## src/sv/des_round_function_unit_macros.svh

```systemverilog
// ----------------------------------------------------------------------------
// DES round function assertion macros
// Shared concurrent assertion forms, clocked on clk and disabled in reset.
// ----------------------------------------------------------------------------
`ifndef DES_ROUND_FUNCTION_UNIT_MACROS_SVH
`define DES_ROUND_FUNCTION_UNIT_MACROS_SVH

// Consequent checked in the same cycle as the antecedent.
`define DES_RF_ASSERT_SAME(label, ante, cons) \
    label: assert property (@(posedge clk) disable iff (!rst_n) (ante) |-> (cons)) \
        else $error("DES round function assertion failed");

// Consequent checked in the cycle after the antecedent.
`define DES_RF_ASSERT_NEXT(label, ante, cons) \
    label: assert property (@(posedge clk) disable iff (!rst_n) (ante) |=> (cons)) \
        else $error("DES round function assertion failed");

`endif

```

## src/sv/des_rf_pkg.sv

```systemverilog
// ----------------------------------------------------------------------------
// DES round function package
// Selection tables for the E expansion, the P permutation and the S-boxes.
// ----------------------------------------------------------------------------
package des_rf_pkg;

    localparam int HALF_W = 32;
    localparam int KEY_W  = 48;
    localparam int NUM_BOX = 8;

    typedef logic [HALF_W-1:0] half_t;
    typedef logic [KEY_W-1:0]  key_t;
    typedef logic [5:0]        sel_t;
    typedef logic [3:0]        nibble_t;

    // DES bit numbers, bit 1 being the most significant.
    localparam sel_t E_SEL [0:KEY_W-1] = '{
        6'd32, 6'd1,  6'd2,  6'd3,  6'd4,  6'd5,  6'd4,  6'd5,  6'd6,  6'd7,  6'd8,  6'd9,
        6'd8,  6'd9,  6'd10, 6'd11, 6'd12, 6'd13, 6'd12, 6'd13, 6'd14, 6'd15, 6'd16, 6'd17,
        6'd16, 6'd17, 6'd18, 6'd19, 6'd20, 6'd21, 6'd20, 6'd21, 6'd22, 6'd23, 6'd24, 6'd25,
        6'd24, 6'd25, 6'd26, 6'd27, 6'd28, 6'd29, 6'd28, 6'd29, 6'd30, 6'd31, 6'd32, 6'd1
    };

    localparam sel_t P_SEL [0:HALF_W-1] = '{
        6'd16, 6'd7,  6'd20, 6'd21, 6'd29, 6'd12, 6'd28, 6'd17,
        6'd1,  6'd15, 6'd23, 6'd26, 6'd5,  6'd18, 6'd31, 6'd10,
        6'd2,  6'd8,  6'd24, 6'd14, 6'd32, 6'd27, 6'd3,  6'd9,
        6'd19, 6'd13, 6'd30, 6'd6,  6'd22, 6'd11, 6'd4,  6'd25
    };

    localparam nibble_t SBOX [0:NUM_BOX-1][0:63] = '{
        '{4'd14, 4'd4,  4'd13, 4'd1,  4'd2,  4'd15, 4'd11, 4'd8,
          4'd3,  4'd10, 4'd6,  4'd12, 4'd5,  4'd9,  4'd0,  4'd7,
          4'd0,  4'd15, 4'd7,  4'd4,  4'd14, 4'd2,  4'd13, 4'd1,
          4'd10, 4'd6,  4'd12, 4'd11, 4'd9,  4'd5,  4'd3,  4'd8,
          4'd4,  4'd1,  4'd14, 4'd8,  4'd13, 4'd6,  4'd2,  4'd11,
          4'd15, 4'd12, 4'd9,  4'd7,  4'd3,  4'd10, 4'd5,  4'd0,
          4'd15, 4'd12, 4'd8,  4'd2,  4'd4,  4'd9,  4'd1,  4'd7,
          4'd5,  4'd11, 4'd3,  4'd14, 4'd10, 4'd0,  4'd6,  4'd13},
        '{4'd15, 4'd1,  4'd8,  4'd14, 4'd6,  4'd11, 4'd3,  4'd4,
          4'd9,  4'd7,  4'd2,  4'd13, 4'd12, 4'd0,  4'd5,  4'd10,
          4'd3,  4'd13, 4'd4,  4'd7,  4'd15, 4'd2,  4'd8,  4'd14,
          4'd12, 4'd0,  4'd1,  4'd10, 4'd6,  4'd9,  4'd11, 4'd5,
          4'd0,  4'd14, 4'd7,  4'd11, 4'd10, 4'd4,  4'd13, 4'd1,
          4'd5,  4'd8,  4'd12, 4'd6,  4'd9,  4'd3,  4'd2,  4'd15,
          4'd13, 4'd8,  4'd10, 4'd1,  4'd3,  4'd15, 4'd4,  4'd2,
          4'd11, 4'd6,  4'd7,  4'd12, 4'd0,  4'd5,  4'd14, 4'd9},
        '{4'd10, 4'd0,  4'd9,  4'd14, 4'd6,  4'd3,  4'd15, 4'd5,
          4'd1,  4'd13, 4'd12, 4'd7,  4'd11, 4'd4,  4'd2,  4'd8,
          4'd13, 4'd7,  4'd0,  4'd9,  4'd3,  4'd4,  4'd6,  4'd10,
          4'd2,  4'd8,  4'd5,  4'd14, 4'd12, 4'd11, 4'd15, 4'd1,
          4'd13, 4'd6,  4'd4,  4'd9,  4'd8,  4'd15, 4'd3,  4'd0,
          4'd11, 4'd1,  4'd2,  4'd12, 4'd5,  4'd10, 4'd14, 4'd7,
          4'd1,  4'd10, 4'd13, 4'd0,  4'd6,  4'd9,  4'd8,  4'd7,
          4'd4,  4'd15, 4'd14, 4'd3,  4'd11, 4'd5,  4'd2,  4'd12},
        '{4'd7,  4'd13, 4'd14, 4'd3,  4'd0,  4'd6,  4'd9,  4'd10,
          4'd1,  4'd2,  4'd8,  4'd5,  4'd11, 4'd12, 4'd4,  4'd15,
          4'd13, 4'd8,  4'd11, 4'd5,  4'd6,  4'd15, 4'd0,  4'd3,
          4'd4,  4'd7,  4'd2,  4'd12, 4'd1,  4'd10, 4'd14, 4'd9,
          4'd10, 4'd6,  4'd9,  4'd0,  4'd12, 4'd11, 4'd7,  4'd13,
          4'd15, 4'd1,  4'd3,  4'd14, 4'd5,  4'd2,  4'd8,  4'd4,
          4'd3,  4'd15, 4'd0,  4'd6,  4'd10, 4'd1,  4'd13, 4'd8,
          4'd9,  4'd4,  4'd5,  4'd11, 4'd12, 4'd7,  4'd2,  4'd14},
        '{4'd2,  4'd12, 4'd4,  4'd1,  4'd7,  4'd10, 4'd11, 4'd6,
          4'd8,  4'd5,  4'd3,  4'd15, 4'd13, 4'd0,  4'd14, 4'd9,
          4'd14, 4'd11, 4'd2,  4'd12, 4'd4,  4'd7,  4'd13, 4'd1,
          4'd5,  4'd0,  4'd15, 4'd10, 4'd3,  4'd9,  4'd8,  4'd6,
          4'd4,  4'd2,  4'd1,  4'd11, 4'd10, 4'd13, 4'd7,  4'd8,
          4'd15, 4'd9,  4'd12, 4'd5,  4'd6,  4'd3,  4'd0,  4'd14,
          4'd11, 4'd8,  4'd12, 4'd7,  4'd1,  4'd14, 4'd2,  4'd13,
          4'd6,  4'd15, 4'd0,  4'd9,  4'd10, 4'd4,  4'd5,  4'd3},
        '{4'd12, 4'd1,  4'd10, 4'd15, 4'd9,  4'd2,  4'd6,  4'd8,
          4'd0,  4'd13, 4'd3,  4'd4,  4'd14, 4'd7,  4'd5,  4'd11,
          4'd10, 4'd15, 4'd4,  4'd2,  4'd7,  4'd12, 4'd9,  4'd5,
          4'd6,  4'd1,  4'd13, 4'd14, 4'd0,  4'd11, 4'd3,  4'd8,
          4'd9,  4'd14, 4'd15, 4'd5,  4'd2,  4'd8,  4'd12, 4'd3,
          4'd7,  4'd0,  4'd4,  4'd10, 4'd1,  4'd13, 4'd11, 4'd6,
          4'd4,  4'd3,  4'd2,  4'd12, 4'd9,  4'd5,  4'd15, 4'd10,
          4'd11, 4'd14, 4'd1,  4'd7,  4'd6,  4'd0,  4'd8,  4'd13},
        '{4'd4,  4'd11, 4'd2,  4'd14, 4'd15, 4'd0,  4'd8,  4'd13,
          4'd3,  4'd12, 4'd9,  4'd7,  4'd5,  4'd10, 4'd6,  4'd1,
          4'd13, 4'd0,  4'd11, 4'd7,  4'd4,  4'd9,  4'd1,  4'd10,
          4'd14, 4'd3,  4'd5,  4'd12, 4'd2,  4'd15, 4'd8,  4'd6,
          4'd1,  4'd4,  4'd11, 4'd13, 4'd12, 4'd3,  4'd7,  4'd14,
          4'd10, 4'd15, 4'd6,  4'd8,  4'd0,  4'd5,  4'd9,  4'd2,
          4'd6,  4'd11, 4'd13, 4'd8,  4'd1,  4'd4,  4'd10, 4'd7,
          4'd9,  4'd5,  4'd0,  4'd15, 4'd14, 4'd2,  4'd3,  4'd12},
        '{4'd13, 4'd2,  4'd8,  4'd4,  4'd6,  4'd15, 4'd11, 4'd1,
          4'd10, 4'd9,  4'd3,  4'd14, 4'd5,  4'd0,  4'd12, 4'd7,
          4'd1,  4'd15, 4'd13, 4'd8,  4'd10, 4'd3,  4'd7,  4'd4,
          4'd12, 4'd5,  4'd6,  4'd11, 4'd0,  4'd14, 4'd9,  4'd2,
          4'd7,  4'd11, 4'd4,  4'd1,  4'd9,  4'd12, 4'd14, 4'd2,
          4'd0,  4'd6,  4'd10, 4'd13, 4'd15, 4'd3,  4'd5,  4'd8,
          4'd2,  4'd1,  4'd14, 4'd7,  4'd4,  4'd10, 4'd8,  4'd13,
          4'd15, 4'd12, 4'd9,  4'd0,  4'd3,  4'd5,  4'd6,  4'd11}
    };

endpackage

```

## src/sv/des_rf_expand.sv

```systemverilog
// ----------------------------------------------------------------------------
// DES round function expansion
// Spreads the right half to 48 bits with the E table and mixes in the subkey.
// ----------------------------------------------------------------------------
module des_rf_expand
    import des_rf_pkg::*;
(
    input  half_t right_half,
    input  key_t  round_key,
    output key_t  mixed
);

    key_t expanded;

    always_comb
    begin
        for (int i = 0; i < KEY_W; i++)
        begin
            expanded[KEY_W-1-i] = right_half[HALF_W - int'(E_SEL[i])];
        end
    end

    assign mixed = expanded ^ round_key;

endmodule

```

## src/sv/des_rf_subst.sv

```systemverilog
// ----------------------------------------------------------------------------
// DES round function substitution
// Runs the eight S-boxes on the mixed word and applies the P permutation.
// ----------------------------------------------------------------------------
module des_rf_subst
    import des_rf_pkg::*;
(
    input  key_t  mixed,
    output half_t f_value
);

    half_t sbox_word;

    always_comb
    begin
        logic [5:0] chunk;
        logic [5:0] idx;
        for (int j = 0; j < NUM_BOX; j++)
        begin
            chunk = mixed[KEY_W-1-6*j -: 6];
            idx   = {chunk[5], chunk[0], chunk[4:1]};
            sbox_word[HALF_W-1-4*j -: 4] = SBOX[j][idx];
        end
    end

    always_comb
    begin
        for (int i = 0; i < HALF_W; i++)
        begin
            f_value[HALF_W-1-i] = sbox_word[HALF_W - int'(P_SEL[i])];
        end
    end

endmodule

```

## src/sv/des_round_function_unit.sv

```systemverilog
// ----------------------------------------------------------------------------
// DES round function unit
// Computes f(R, K) = P(S(E(R) xor K)) for one transaction per clock. A
// transaction is taken whenever start is high; busy never rises. The result
// appears on f_out with done high for one cycle. The operand registers
// capture the transaction, and the expansion, S-box and permutation logic
// then feeds the result register that drives f_out.
// Transactions may be issued on every cycle, and results are never held back,
// so the receiver must take each result in the cycle it is shown.
// ----------------------------------------------------------------------------
`include "des_round_function_unit_macros.svh"

module des_round_function_unit
    import des_rf_pkg::*;
(
    input  logic        clk,
    input  logic        rst_n,
    input  logic        start,
    output logic        busy,
    input  logic [31:0] right_half,
    input  logic [47:0] round_key,
    output logic        done,
    output logic [31:0] f_out
);

    logic  valid_reg;
    half_t rh_reg;
    key_t  key_reg;
    logic  done_reg;
    half_t f_out_reg;
    key_t  mixed;
    half_t f_out_next;

    assign busy = 1'b0;

    always_ff @(posedge clk or negedge rst_n)
    begin
        if (!rst_n)
        begin
            valid_reg <= 1'b0;
            done_reg  <= 1'b0;
        end
        else
        begin
            valid_reg <= start && !busy;
            done_reg  <= valid_reg;
        end
    end

    always_ff @(posedge clk)
    begin
        if (start && !busy)
        begin
            rh_reg  <= right_half;
            key_reg <= round_key;
        end
        if (valid_reg)
        begin
            f_out_reg <= f_out_next;
        end
    end

    des_rf_expand u_expand (
        .right_half (rh_reg),
        .round_key  (key_reg),
        .mixed      (mixed)
    );

    des_rf_subst u_subst (
        .mixed   (mixed),
        .f_value (f_out_next)
    );

    assign done  = done_reg;
    assign f_out = f_out_reg;

    `DES_RF_ASSERT_SAME(a_start_gives_result, start, ##2 done)
    `DES_RF_ASSERT_NEXT(a_no_result_without_operands, !valid_reg, !done)
    `DES_RF_ASSERT_NEXT(a_same_operands_same_result,
        valid_reg && $past(valid_reg) && $stable(rh_reg) && $stable(key_reg),
        $stable(f_out))

endmodule
```

## config.mk

```make
export PLATFORM = sky130hd
export DESIGN_NAME = des_round_function_unit
export DESIGN_NICKNAME = d
export VERILOG_FILES = /design/src/sv/des_rf_pkg.sv /design/src/sv/des_rf_expand.sv /design/src/sv/des_rf_subst.sv /design/src/sv/des_round_function_unit.sv
export VERILOG_INCLUDE_DIRS = /design/src /design/src/sv
export SDC_FILE = /design/constraint.sdc
export NUM_CORES = 1
export LEC_CHECK = 0
export BUFFER_PORTS_ARGS = -buffer_cell sky130_fd_sc_hd__buf_4
export CORE_MARGIN = 2
export CORE_UTILIZATION = 45
export DETAILED_ROUTE_END_ITERATION = 10
export SLEW_MARGIN = 20
export SYNTH_ARGS = -nofsm -noshare
export SYNTH_HDL_FRONTEND = slang
export SYNTH_SLANG_ARGS = --single-unit
export TNS_END_PERCENT = 1
```

## constraint.sdc

```tcl
create_clock -name clk -period 7.9 [get_ports clk]
set_clock_uncertainty 0.15 [all_clocks]
set_input_delay 0.79 -clock clk [delete_from_list [all_inputs] [get_ports clk]]
set_output_delay 0.79 -clock clk [all_outputs]
set_load 0.05 [all_outputs]
```

### Word-level counts from Yosys, hierarchy flattened

Memory sizes are Yosys's and may differ from the RTL's. A register that Yosys moved wholly into a read port is not among the register bits.
Index checks and enable logic that the tools add are counted.

* register bits: 82
* bits in read-only memories: 2048
* output and inout bits: 34
* word-level logic and storage cells: 21
* memories kept: 8

* bitwise gates (word level): 9

Memories
* (no name shown): depth 64, bits a word 4, read ports 1, clocked after Yosys merged registers in 1, write ports 0, line des_rf_subst.sv:22 `sbox_word[HALF_W-1-4*j -: 4] = SBOX[j][idx];`
* (no name shown): depth 64, bits a word 4, read ports 1, clocked after Yosys merged registers in 1, write ports 0, line des_rf_subst.sv:22
* (no name shown): depth 64, bits a word 4, read ports 1, clocked after Yosys merged registers in 1, write ports 0, line des_rf_subst.sv:22
* (no name shown): depth 64, bits a word 4, read ports 1, clocked after Yosys merged registers in 1, write ports 0, line des_rf_subst.sv:22
* (no name shown): depth 64, bits a word 4, read ports 1, clocked after Yosys merged registers in 1, write ports 0, line des_rf_subst.sv:22
* (no name shown): depth 64, bits a word 4, read ports 1, clocked after Yosys merged registers in 1, write ports 0, line des_rf_subst.sv:22
* +2 memories

Operators by type and width (number)
* $not 6->7: 8
* $xor 48x48->48: 1

### Logic depth before layout (Yosys ltp)

* word-level depth: 2
* gate-level depth with buffers: 9
* gate-level depth less buffers: 8

### Hierarchy

A second synthesis with hierarchy kept.

* cell total of the unflattened synthesis: 864
* area total of the unflattened synthesis: 8544.4 um2

Modules (own cells, without submodules)
* des_rf_subst: instances 1, cells an instance 700, area an instance 4699.5 um2, seq. area each 0.0 um2
* des_round_function_unit: instances 1, cells an instance 116, area an instance 3424.5 um2, seq. area each 3413.3 um2
* des_rf_expand: instances 1, cells an instance 48, area an instance 420.4 um2, seq. area each 0.0 um2

### Worst setup path before layout

OpenSTA, ideal clock, no wires.

* kind: flip-flop to flip-flop
* start: register rh_reg[16]
* end: register f_out_reg[22], in the netlist f_out[22], data pin
* library setup time: 260 ps
* data arrival time: 2364 ps
* required time: 7490 ps
* setup slack: 5127 ps
* stages on the path, launching flop included: 7
* path buffers: 0
* period minus slack after synthesis: 2773 ps
* cells stage by stage: edfxtp_1 > xnor2_1 > inv_1 > ha_1 > mux2_1 > mux4_2 > mux2_2

* word-level cells in the longest chain between the ends: 2

Ends and longest elaborated chain
* start: declaration: line des_round_function_unit.sv:27 `half_t rh_reg;`
* start signal: assignment: line des_round_function_unit.sv:54 `rh_reg <= right_half;`
* $xor 48x48->48: line des_rf_expand.sv:23 `assign mixed = expanded ^ round_key;`
* $not 6->7 (not written as such): line des_rf_subst.sv:22
* end: declaration: line des_round_function_unit.sv:30 `half_t f_out_reg;`

Every way passes these cells.
A chain may end at the register's enable or synchronous reset.

### Worst setup path in the final report

Ends and elaborated chain as after synthesis.

==> results_dict.tcl <==
set metrics [dict create \
    status "completed" \
    setup_tns_ps 0 \
    ys_types 58 \
    syn_area_per_cell_um2 11.3 \
    largest_reg_flops 48 \
    drive_above_1_share_pct 25.6 \
    hold_ws_ps 403 \
    power_density_nw_per_um2 263 \
    tightest_slew_ps 1080 \
    ios 117 \
    multiInputGateArea_um2 4880 \
    dp_hpwl_um 13300 \
    power_mw 2.69 \
    max-cap-violations 0 \
    syn_inst 757 \
    start_kind "flop" \
    synth-edff-count 112 \
    grt_overflow 0 \
    post_cts_buffers 0 \
    synth-async-reset-ratio_pct 1.75 \
    diodes 0 \
    path_max_fanout 11 \
    wl_um 19100 \
    drt_iter0_markers 361 \
    cp_data_arrival_time_ps 3040 \
    place_inst 1082 \
    die-area_um2 20200 \
    routed_via_density 5.82 \
    end_kind "flop" \
    layoutNonFillerInstCount 1114 \
    wire_per_inst_um 17.1 \
    areaGrowthSynthToFinish_pct 19.4 \
    cts_max_path_buffers 2 \
    timing.final.hold_violations 0 \
    die_width_um 142 \
    core_um2 18700 \
    seq_area_frac_synth_pct 39.8 \
    grt_start_max_net_pins 46 \
    setup-violations-final 0 \
    rsz0062_at_grt "false" \
    clkSinkCount 114 \
    synthFlopType "edfxtp_1" \
    nets 1013 \
    yosys_warnings 0 \
    antenna_found_initial 0 \
    hold_class "in -> reg" \
    die_y_um 142 \
    critical_path_required_ps 7910 \
    slowest_delay_ps 680 \
    max_clock_freq_mhz 330 \
    slew_violations 0 \
    rows 50 \
    ys_seq_elements 114 \
    numCtsBuffers 17 \
    critPathTopFamily "multiplexers" \
    cts_resized 0 \
    ant_nets 0 \
    gr-usage-all-layers_pct 19.1 \
    cts-root-buf "clkbuf_16" \
    drc 0 \
    first_global_vias 6255 \
    clkTransAtPathRegs_ps 60 \
    fillers 1627 \
    via_count 6487 \
    syn-num-nets 902 \
    crit_slowest_cell "xnor2_1" \
    initial_core_util_pct 45.9 \
    crit_buf_inv 1 \
    vdd_drop_max_mv 0.145 \
    clk_latency_ps 410 \
    seq_area_um2 3410 \
    relSlewSlack_pct 27.2 \
    grt_pass1_wl_um 30800 \
    fin_util_pct 54.8 \
    place_congestion 0.816 \
    tritoncts "yes" \
    power.leakage_nw 4.06 \
    finalCriticalPeriod_ps 3030 \
    io_buffers 115 \
    critPathKind "reg -> reg" \
    crit_chain "xnor2_1, inv_1, ha_1, mux2_1, mux4_2, mux2_2" \
    finalCritPeriodShare_pct 38.3 \
    synth_area_um2 8580 \
    drtPass1Iterations 6 \
    cts-htree-levels 4 \
]
[logic make-up after synthesis]
family          Yosys count  share of synthesized area, %
compound gates          192                          14.4
xor+xnor                 91                          11.3
fa+ha+maj                62                          9.04
buf+inv                  77                          3.61
flops                   114                          39.8
mux                      81                          14.9
other cells               1                        0.0437
simple gates            139                          6.92
[Yosys cell counts (3+ instances only)]
cell type	count	share of area (%)
inv_2	7	0.31
o21ai_1	6	0.35
buf_2	8	0.47
a31oi_1	12	0.87
a21o_1	3	0.26
clkbuf_1	21	0.92
and3_1	3	0.22
a32oi_1	3	0.31
xor2_1	24	2.4
inv_1	36	1.6
xnor2_2	8	1.5
a311oi_1	3	0.31
o2111ai_1	5	0.51
xnor2_1	46	4.7
mux2_2	4	0.52
mux2i_1	38	4.4
o21a_1	4	0.35
a221oi_1	6	0.61
a21oi_1	38	2.2
o22ai_1	5	0.36
o21ai_0	48	2.8
xor2_2	12	2.3
o211ai_1	20	1.7
nor3_1	16	0.93
mux4_2	37	9.7
o221ai_1	3	0.31
nand2_1	49	2.1
a211oi_1	16	1.4
or3_1	3	0.22
a211o_1	3	0.31
nand3_1	17	0.99
edfxtp_1	112	39
buf_4	3	0.26
ha_1	62	9.0
nor2_1	46	2.0
[layout by cell type (no fill, tap or decap), types with 3 or more instances in the layout]
cell type | netlist | final
buf_4 | 3 | 124
edfxtp_1 | 112 | 112
ha_1 | 62 | 62
nand2_1 | 49 | 49
o21ai_0 | 48 | 48
nor2_1 | 46 | 46
xnor2_1 | 46 | 43
a21oi_1 | 38 | 38
mux2i_1 | 38 | 38
mux4_2 | 37 | 37
inv_1 | 36 | 36
xor2_1 | 24 | 24
o211ai_1 | 20 | 20
nand3_1 | 17 | 17
clkbuf_16 | 0 | 17
nor3_1 | 16 | 16
a211oi_1 | 16 | 16
a31oi_1 | 12 | 12
xor2_2 | 12 | 12
xnor2_2 | 8 | 11
inv_2 | 7 | 7
clkinv_2 | 0 | 7
a221oi_1 | 6 | 6
o21ai_1 | 6 | 6
o2111ai_1 | 5 | 5
o22ai_1 | 5 | 5
o21a_1 | 4 | 4
mux2_2 | 4 | 4
a32oi_1 | 3 | 3
a311oi_1 | 3 | 3
and3_1 | 3 | 3
o221ai_1 | 3 | 3
or3_1 | 3 | 3
a21o_1 | 3 | 3
a211o_1 | 3 | 3
clkinv_1 | 1 | 3
[power breakdown]
| group | internal (mW) | switching [mW] | total (mW) | leakage [nW] |
|---|---|---|---|---|
| sequential | 0.775 | 0.0497 | 0.825 | 1.12 |
| combinational | 0.469 | 0.673 | 1.14 | 2.67 |
| clock | 0.456 | 0.270 | 0.726 | 0.278 |
[what timing repair did]
| action | in CTS | in global routing |
|---|---|---|
| hold buffers | 1 | 0 |
| hold endpoints to repair | 2 | 0 |
| setup endpoints to repair | 0 | 0 |
[layout make-up]
cell class / count / area share, %
multi-input combinational: 566 / 47.7
sequential: 114 / 33.3
timing repair buffer: 125 / 9.18
clock buffer: 18 / 4.19
tap: 234 / 2.86
inverter: 44 / 1.61
clock inverter: 13 / 1.17
[routing by layer]
metal  share of wire [%]  global-route usage, %  vias up
met5                   0                      0        -
met4                 1.3                   5.42        0
met3                 5.6                   4.81       22
met2                  52                   33.5      215
met1                  41                   23.3     3180
li1                    -                      -     3070
[final timing paths]
kind                                from         to  slack [ps]  depth (start not counted)
setup / recovery              rh_reg[16]  f_out[22]        4870                          6
hold / removal             right_half[6]  rh_reg[6]         400                          1
setup reg to reg              rh_reg[16]  f_out[22]        4870                          6
hold reg to reg              key_reg[24]  f_out[12]         590                          2
max in group asynchronous          rst_n  valid_reg        6960                          2
min in group asynchronous          rst_n  valid_reg         550                          2
[through the flow]
| step | worst slack (ps) | cell area, um^2 |
|---|---|---|
| 2_1_floorplan | 5130 | 8580 |
| 3_3_place_gp | 4990 | 9660 |
| 3_5_place_dp | 4860 | 9660 |
| 4_1_cts | 4860 | 10200 |
| 5_1_grt | 4700 | 10200 |
| 6_report | 4870 | 10200 |
Note: power is estimated with default switching activity, not from simulation.
